<file path="config.mk">
export PLATFORM = sky130hd
export DESIGN_NAME = pbsb_div
export DESIGN_NICKNAME = d
export VERILOG_FILES = /design/src/rtl/pbsb_pkg.sv /design/src/rtl/pbsb_div.sv
export SDC_FILE = /design/constraint.sdc
export NUM_CORES = 1
export LEC_CHECK = 0
export ABC_AREA = 1
export BUFFER_PORTS_ARGS = -buffer_cell sky130_fd_sc_hd__buf_2
export CAP_MARGIN = 20
export CORE_MARGIN = 1.5
export CORE_UTILIZATION = 52
export CTS_CLUSTER_SIZE = 25
export DETAILED_ROUTE_END_ITERATION = 8
export GPL_TIMING_DRIVEN = 1
export PLACE_DENSITY = 0.79
export SLEW_MARGIN = 40
export SYNTH_ARGS = -nofsm -noshare
export SYNTH_HDL_FRONTEND = slang
export SYNTH_SLANG_ARGS = --single-unit
</file>
<file path="constraint.sdc">
create_clock -name clk -period 3.2 [get_ports clk]
set_input_delay 0.48 -clock clk [delete_from_list [all_inputs] [get_ports clk]]
set_output_delay 0.48 -clock clk [all_outputs]
set_load 0.01 [all_outputs]
</file>
<file path="src/rtl/pbsb_pkg.sv">
package pbsb_pkg;

    // Number of quotient bits that one pass of the shared divider produces.
    localparam int Q_BITS = 32;

    // Configuration port widths and register indexes.
    localparam int CFG_IDX_W  = 8;
    localparam int CFG_DATA_W = 7;

    localparam logic [CFG_IDX_W-1:0] CFG_N1 = 8'd0;
    localparam logic [CFG_IDX_W-1:0] CFG_N2 = 8'd1;

    localparam logic [CFG_DATA_W-1:0] N1_RESET = 7'd6;
    localparam logic [CFG_DATA_W-1:0] N2_RESET = 7'd6;

    // Bias is given in percent.
    localparam int PCT_SCALE = 100;

endpackage

</file>
<file path="src/rtl/pbsb_div.sv">
module pbsb_div
    import pbsb_pkg::*;
#(
    parameter int RW = 39
)
(
    input  logic                clk,
    input  logic                rst_n,
    input  logic                start,
    input  logic [RW-1:0]       r0,
    input  logic [Q_BITS-1:0]   feed,
    input  logic [RW-1:0]       den,
    output logic                done,
    output logic [Q_BITS-1:0]   quot
);

    localparam int CNTW = $clog2(Q_BITS);

    logic              busy_reg;
    logic              done_reg;
    logic [CNTW-1:0]   cnt_reg;
    logic [RW-1:0]     rem_reg;
    logic [RW-1:0]     den_reg;
    logic [Q_BITS-1:0] feed_reg;
    logic [Q_BITS-1:0] quot_reg;

    logic [RW:0]       trial;
    logic [RW:0]       diff;
    logic              ge;
    logic [RW-1:0]     rem_next;

    // One restoring step per cycle. The partial remainder stays below den.
    assign trial    = {rem_reg, feed_reg[Q_BITS-1]};
    assign diff     = trial - {1'b0, den_reg};
    assign ge       = (trial >= {1'b0, den_reg});
    assign rem_next = ge ? diff[RW-1:0] : trial[RW-1:0];

    always_ff @(posedge clk or negedge rst_n)
    begin
        if (!rst_n)
        begin
            busy_reg <= 1'b0;
            done_reg <= 1'b0;
            cnt_reg  <= '0;
        end
        else
        begin
            done_reg <= 1'b0;
            if (start)
            begin
                busy_reg <= 1'b1;
                cnt_reg  <= '0;
            end
            else if (busy_reg)
            begin
                cnt_reg <= cnt_reg + CNTW'(1);
                if (cnt_reg == CNTW'(Q_BITS - 1))
                begin
                    busy_reg <= 1'b0;
                    done_reg <= 1'b1;
                end
            end
        end
    end

    always_ff @(posedge clk)
    begin
        if (start)
        begin
            rem_reg  <= r0;
            den_reg  <= den;
            feed_reg <= feed;
            quot_reg <= '0;
        end
        else if (busy_reg)
        begin
            rem_reg  <= rem_next;
            feed_reg <= {feed_reg[Q_BITS-2:0], 1'b0};
            quot_reg <= {quot_reg[Q_BITS-2:0], ge};
        end
    end

    assign done = done_reg;
    assign quot = quot_reg;

endmodule

</file>
## After elaboration in Yosys (flattened, before gate mapping)

Cells that the tools add are included.
Widths: inputs -> output; s select.

- Register bits: 149
- Bits of input ports: 113
- Output and inout bits: 33
- Logic and storage cells: 25

- Add/sub/neg operators: 2
- Magnitude comparators: 1
- Eq/ne operators: 1
- Multiplexer cells: 13
- Reductions and logical operators: 1

Operators by type and width:

| operator | number |
|---|---|
| $mux 39 | 3 |
| $mux 32 | 2 |
| $ge 40x39->1 | 1 |
| $sub 39x39->39 | 1 |
| $mux 5 | 2 |
| $mux 1 | 6 |
| $add 5x1->5 const B | 1 |
| $eq 5x5->1 const B | 1 |
| $reduce_bool 2->1 | 1 |

## Longest topological paths before layout

Gate-level depths: netlist of run 1.

- Word-level depth: 4
- Depth in mapped cells: 17
- Mapped depth without buffers: 17

## Worst setup path after synthesis of run 1

No wires, ideal clock.

- Path type: input port to flip-flop
- Start: in start
- End: reg feed_reg[0] (enable)
- Setup time: 463 ps
- Data arrival time: 3059 ps
- Required time: 2737 ps
- Setup slack: -322 ps
- Stages: 4
- Buffers on the path: 2
- Cell sequence: clkbuf_1 -> nor2_1 -> inv_1 -> clkbuf_1

- Word-level cells in the longest chain between the ends: 1

Ends and longest elaborated chain:

| item | line | source |
|---|---|---|
| start, declared | pbsb_div.sv:9 | `input logic start,` |
| $reduce_bool 2->1 (no source line) | n/a |  |
| end signal, assigned | pbsb_div.sv:78 | `feed_reg <= {feed_reg[Q_BITS-2:0], 1'b0};` |
| end, declared | pbsb_div.sv:24 | `logic [Q_BITS-1:0] feed_reg;` |

No other way between the ends.
A chain may end at the register's enable or synchronous reset.

## Final worst setup path of run 1

- Start: reg rem_reg[26]
- End: reg rem_reg[32], data pin

- Word-level cells in the longest chain between the ends: 4
- Elaborated cells between the ends (all ways): 5
- Classes of those cells: add/sub: 1; order compare: 1; mux: 3

Ends and longest elaborated chain:

| item | line | source |
|---|---|---|
| start, declared | pbsb_div.sv:22 | `logic [RW-1:0] rem_reg;` |
| start signal, assigned | pbsb_div.sv:70 | `rem_reg <= r0;` |
| start signal, assigned | pbsb_div.sv:77 | `rem_reg <= rem_next;` |
| $sub 39x39->39 / $ge 40x39->1 (equally long branches) | pbsb_div.sv:34, pbsb_div.sv:35 |  |
| $mux 39 * | pbsb_div.sv:36 | `assign rem_next = ge ? diff[RW-1:0] : trial[RW-1:0];` |
| $mux 39 * | pbsb_div.sv:75 | `else if (busy_reg)` |
| $mux 39 * | pbsb_div.sv:68 | `if (start)` |

Mark *: on every way between the ends. The rest lies on a longest branch, timed or not. The select of a mux whose other input is x is not followed.

==> results of run 1 <==
-- cells in the final DEF, fill, tap and decap left out, types with 2 or more instances in the layout --
| master | synthesis | layout |
|---|---|---|
| buf_2 | 2 | 144 |
| buf_4 | 2 | 6 |
| nor3_1 | 8 | 8 |
| xnor2_1 | 18 | 18 |
| clkinv_8 | 0 | 3 |
| nor2_4 | 3 | 3 |
| clkbuf_16 | 0 | 18 |
| o21ai_0 | 10 | 10 |
| nand4_1 | 11 | 11 |
| nor3_2 | 2 | 2 |
| a21oi_1 | 30 | 30 |
| a31oi_1 | 2 | 2 |
| and2_1 | 2 | 2 |
| nor2_2 | 50 | 50 |
| o21bai_1 | 7 | 7 |
| dfxtp_1 | 32 | 32 |
| a21oi_2 | 2 | 2 |
| nand2_1 | 507 | 506 |
| o22ai_1 | 29 | 29 |
| ha_1 | 41 | 41 |
| dfrtp_1 | 7 | 7 |
| inv_6 | 0 | 3 |
| edfxtp_1 | 110 | 110 |
| nand3_1 | 41 | 41 |
| nor2_1 | 76 | 76 |
| nand2_2 | 8 | 9 |
| nor4_1 | 3 | 3 |
| inv_8 | 0 | 4 |
| nand3b_1 | 9 | 9 |
| or2_2 | 2 | 2 |
| o21ai_1 | 11 | 11 |
| inv_1 | 209 | 208 |
-- synthesized netlist by cell type, types with 18 or more instances --
library cell | n | area, µm²
inv_1 | 209 | 785
nand2_1 | 507 | 1900
clkbuf_1 | 18 | 67.6
a21oi_1 | 30 | 150
nand3_1 | 41 | 205
edfxtp_1 | 110 | 3300
nor2_2 | 50 | 313
xnor2_1 | 18 | 158
o22ai_1 | 29 | 181
nor2_1 | 76 | 285
dfxtp_1 | 32 | 641
ha_1 | 41 | 513
-- timing repair --
| action | in CTS | in global routing |
|---|---|---|
| resized for setup | 0 | 0 |
| hold buffers | 1 | 0 |
| setup endpoints to repair | 0 | 0 |
| endpoints found under the hold margin | 7 | 0 |
-- cell type report --
class	count	area, µm²
inverter	210	790
fill	1550	6550
multi-input combinational	878	4310
tap	225	282
timing repair buffer	153	807
antenna	1	2.50
sequential	149	4120
clock buffer	19	464
clock inverter	13	151
-- metal layers --
| metal | routed length (µm) | track usage |
|---|---|---|
| met5 | 10 | 0 |
| met4 | 415 | 0.0754 |
| met3 | 1920 | 0.0648 |
| met2 | 10700 | 0.426 |
| met1 | 10100 | 0.337 |
-- critical path, delay by kind of cell, from the launching register on --
family / cells / cell delay [ps]
flops: 1 / 410
compound gates: 2 / 730
simple gates: 8 / 890
fa+ha+maj: 1 / 390
-- cells by family after synthesis --
logic type,after synthesis,share of synthesized area
flip-flops,149,0.439
AND/OR/NAND/NOR,725,0.328
AO/OA/AOI/OAI,92,0.0561
buffers and inverters,240,0.103
XOR/XNOR,19,0.0177
adder cells (fa/ha/maj),42,0.0568
-- where the power goes --
part | internal, mW | switching [mW]
Sequential | 2.49 | 0.191
Combinational | 1.52 | 2.84
Clock | 1.12 | 0.955
Total | 5.13 | 3.98
-- how the worst min path moves through the flow --
stage | startpoint | end | slack (ps) | depth (start not counted)
final | den[16] | den_reg[16] | 210 | 1
after global routing | den[24] | den_reg[24] | 200 | 1
after CTS | den[16] | den_reg[16] | 210 | 1
after detailed placement | rst_n | done | 320 | 1
after global placement | rst_n | done | 320 | 1
after floorplan | rst_n | busy_reg | 180 | 0
-- stage by stage --
step                      utilization  setup slack [ps]  instance area (µm²)  hold WS [ps]
after global placement          0.589               626                10300           321
after CTS                       0.625               567                10900           206
after global routing            0.625               331                10900           203
after floorplan                     -               835                 9390           184
after detailed placement        0.589               576                10300           317
final                           0.625               543                10900           212
==> metrics list, run 1 <==
- Syn Std Cell Area: 9390 µm²
- Synth Net Count: 1422
- The cell sitting at the root of the clock tree is a clkbuf_16.
- The first global-routing pass estimated 37800 µm of wire.
- Summed over all failing endpoints, the final setup total negative slack is 0 ps.
* Post-synthesis area per instance: 7.41 µm²
- Setup violations remaining at the end of the flow were counted as 0.
* Capture point of the worst reg-to-reg path: rem_reg[32]
* Result of the run: finished clean
- Overall via count from detail_route: 8276
- Placed Instances: 1614
- Input and output buffers added on the ports amount to 145.
- Class of the most critical hold timing path: in -> reg
* Maximum clock rate: 0.376 GHz
- Non-filler instance count after layout: 1648
* Start-to-end type of the worst setup path: reg -> reg
- The clock reaches the later pin of the worst-skew pair after 440 ps.
- Library cell contributing the largest single delay on the critical path: a21oi_1
* Largest net degree at the start of global routing: 88
* RSZ-0062 raised after global routing: false
- Data on the critical path arrives at its endpoint at 2840 ps.
* Per-cell via count in the routed design: 5.02
- Data required time of the critical path: 3390 ps
- Cell depth of the worst flop-to-flop path: 11
- Synthesis produced 1267 cells.
- Across all register-to-register paths, the minimum setup slack is 540 ps.
* Per-cell routed wire length: 14.0 µm
- The routed design has 23100 µm of wire.
- After clock tree synthesis, the setup repair step added 0 buffers.
- The critical path ends at rem_reg[32].
- Crit start category: register
* Critical-path maximum fanout: 6
* Share of flip-flops with an asynchronous set or reset after synthesis: 0.0470
- Worst setup path startpoint: rem_reg[26]
- Final HPWL from detailed placement: 17200 µm
- Clock tree from TritonCTS: done
* Number of remaining DRC errors: 0
- Synthesis instantiated 39 different standard cells from the library.
- In the synthesized netlist the dominant register cell turns out to be edfxtp_1.
- From bottom edge to top edge, the die measures 137 µm.
* Pwr dens: 834 nW/µm²
- The floorplan step set the die width to 137 µm.
- The worst register-to-register path begins at rem_reg[26].
* Number of enable-type register cells in the synthesized netlist: 110
* Final net count: 1564
- Leakage power: 5.62 nW
- The via count of the first global-routing pass came to 7865.
- The worst pin sits at a relative slew slack of 0.558.
* Final period util: 0.830
- Minimum clock period after layout: 2660 ps
- Traced cell by cell, the critical path runs through ha_1 > a21oi_1 > nand2_1 > nand2_1 > nand2_1 > nand2_1 > nand2_1 > a21oi_1 > nand4_1 > nand3_1 > nand2_1.
- Layout Area Growth over Synthesis: 16.3%
- Drt first pass iters: 7
* Number of slew-limit violations in the final report: 0
* Endpoint kind of the worst setup timing path: register
- Transition time of the tightest slew-check pin: 663 ps
- Highest ir drop seen on vdd: 0.457 mV
* Final hold violation count: 0
* Synthesized flop and latch total: 149
- Counting stages on the worst path, the most repeated cell is nand2_1.
- After the first detailed-routing iteration, the DRC count stood at 597.
- Critical Path Max Stage Delay: 420 ps
- Max-cap violations in this run came to 0.
* Sequential element share of the synthesized area: 0.439
- The number of antenna violations at the first check in global routing is 2.
- Power after layout: 9.11 mW
* Effective utilization at floorplan: 0.537
- Gp weighted congestion: 0.998
* Area of the die: 18900 µm²
* Num Clock Sinks: 149
- Synth warn: 0
* I/O pin total: 146
- In this run the core area contains 48 standard-cell rows.
- Global-route total usage across every layer: 0.259
- H-tree lvl count: 4
* Total congestion overflow after global routing: 0
- Clock skew on the completed layout was measured at 14.6 ps.
- Clock transition at the registers of the reported paths: 80 ps
* Clock buffer count from CTS: 17
* Final antenna-violating net count: 0
* Placeable core region: 17500 µm²
* Fraction of final layout cells with drive strength greater than 1: 0.181
* Clk buf depth: 2
(Power assumes the default switching activity.)
==> run 2, diff against run 1 <==
==> constraint.sdc (replaced) <==
create_clock -name clk -period 2.3 [get_ports clk]
set_input_delay 0.345 -clock clk [delete_from_list [all_inputs] [get_ports clk]]
set_output_delay 0.345 -clock clk [all_outputs]
set_load 0.01 [all_outputs]
==> metrics list, run 2 (synthesized netlist as in run 1, its figures left out) <==
* Result of the run: finished, violations left
- Violations in the final reports: negative setup slack
- Counting instances, the worst hold path has a depth of 1.
- The analysis attributes to cell leakage a power of 6.55 nW.
* Fraction of final layout cells with drive strength greater than 1: 0.345
* Total congestion overflow after global routing: 0
- For the pin with the worst max-slew slack, the measured transition is 507 ps.
- Effective utilization at floorplan: 0.537
* Wire length of the first global-routing pass: 42800 µm
- Clock root cell: clkbuf_16
- The hold violation total from the final report came to 0.
- Global-route total usage across every layer: 0.295
- After detailed placement, the design holds a cell count of 1708.
- Across all hold checks on the routed design, the worst slack comes to 81.7 ps.
* Non-filler instance count after layout: 1798
* Port Buffer Count: 145
- I/O pin total: 146
* Largest net degree at the start of global routing: 84
* Gp weighted congestion: 0.963
* Design Area, Final: 13100 µm²
- Final Routed Wirelength: 28100 µm
- Clock tree from TritonCTS: done
- Width of the die: 137 µm
* Clock buffer count from CTS: 17
* Placed Instance Area: 11000 µm²
- The path with the worst hold slack has its endpoint at den_reg[24].
- Maximum clock rate: 0.418 GHz
- The count of nets left with antenna violations once routing finished came out at 0.
- Capture point of the worst reg-to-reg path: rem_reg[33]
- Final period util: 1.04
- Critical R2R Launch: rem_reg[32]
- Arrival time at the worst endpoint: 2580 ps
- The worst setup path is launched from a register.
* RSZ-0062 raised after global routing: true
* Class of the most critical hold timing path: in -> reg
- Number of remaining DRC errors: 0
- In this run the core area contains 48 standard-cell rows.
- The HPWL after detailed placement is 18400 µm.
* Data required time of the critical path: 2490 ps
- Measured against its own limit, the worst slew margin works out to 0.662.
- Detailed routing inserted a total of 9259 vias.
* Num Clock Sinks: 149
* Most frequent standard cell in the layout excluding fill and tap cells: nand2_1
- The design draws 16.7 mW.
- The region available for standard cell placement spans 17500 µm².
* Start-to-end type of the worst setup path: reg -> reg
- R2R Setup Slk: -90 ps
- Die height: 137 µm
- Clock transition at the registers of the reported paths: 70 ps
- The startpoint identified for the worst hold timing path is den[24].
- After detailed routing, the average wire length per cell comes to 15.6 µm.
- The final-report max-slew violation count is 0.
- Skew-Pair Late Insertion Delay: 430 ps
- Layout Area Growth over Synthesis: 39.3%
- ANT cells: 0
* H-tree lvl count: 4
- Violation count after the first detailed-routing iteration: 685
- Most frequent cells in the layout: 455 x nand2_1, 193 x inv_1, 144 x buf_2, 144 x buf_4, 110 x edfxtp_1
* Worst-case setup slack after placement: -105 ps
- Setup slack on the critical path of the routed design comes to -89.6 ps.
* Area of the die: 18900 µm²
* Highest ir drop seen on vdd: 0.794 mV
- For the final database, setup skew stands at 12.0 ps.
- Initial antenna violation count: 1
- Per-cell via count in the routed design: 5.15
- For this run, the share of the core covered by cells in the final layout is 0.749.
- Along the worst path, the maximum fanout reaches 5.
- Minimum clock period after layout: 2390 ps
- Setup violations remaining at the end of the flow were counted as 39.
- The worst setup path is captured at a register.
- Pwr dens: 1280 nW/µm²
- Final net count: 1715
* Number of maximum-capacitance violations: 0
- Clk buf depth: 2
- For the worst flop-to-flop path, the logic depth is 12.
- Summed over all failing endpoints, the final setup total negative slack is -1870 ps.
- Number of global-route vias before repair: 8841
* Drt first pass iters: 5
## run 2: cell count changes in the layout (fill, tap and decap cells not counted), moves of 15 or more
cell     change
nand2_1     -51
nor2_4      +24
inv_2       +15
buf_4      +138
inv_1       -15
ha_4        +35
ha_1        -36
nand2_2     +39
## run 2: area by class of cell
| cell class | count | area, µm² |
|---|---|---|
| tap | 225 | 282 |
| fill | 1261 | 4390 |
| multi-input combinational | 878 | 5210 |
| timing repair buffer | 304 | 2100 |
| clock buffer | 18 | 439 |
| inverter | 210 | 790 |
| sequential | 149 | 4120 |
| clock inverter | 14 | 148 |
## run 2: power breakdown
group	internal, mW	switching [mW]	leakage (nW)
registers	3.47	0.416	1.50
logic	4.68	5.32	4.75
clock network	1.49	1.34	0.294
total	9.64	7.08	6.55
## run 2: repair_timing
item                                   in CTS  in global routing
setup buffers                              33                 21
resized for setup                          88                 97
cloned                                      2                  3
hold buffers                                1                  0
endpoints found under the hold margin       7                  0
pin swaps                                  23                 42
setup endpoints to repair                  39                 39
## run 2: per-layer routing
layer	routed length, µm	track usage	up-vias	part of all wire
met5	10	0	-	0.00036
met4	822	0.0918	2	0.029
met3	1860	0.0574	69	0.066
met2	13600	0.506	369	0.48
met1	11800	0.375	4269	0.42
li1	-	-	4550	-
## run 2: worst max-delay path: stages, from the launching register on
cell and delay (ps):
edfxtp_1 500, ha_4 360, nand2_2 100, nor2_4 100, nand2_2 120, nor2_4 190, nand3_4 100, nand4_4 140
buf_6 160, clkbuf_16 170, nand3_2 80, nand2_1 70, nand2_1 50
## run 2: worst max-delay path by stage
stage | from | endpoint | slack [ps] | cells after the start
after floorplan | den_reg[0] | rem_reg[30] | 50 | 11
after global placement | rem_reg[17] | rem_reg[35] | -100 | 13
after detailed placement | rem_reg[22] | rem_reg[36] | -110 | 14
after CTS | feed_reg[31] | rem_reg[38] | -30 | 14
after global routing | rem_reg[4] | rem_reg[1] | -190 | 11
final | rem_reg[32] | rem_reg[33] | -90 | 12
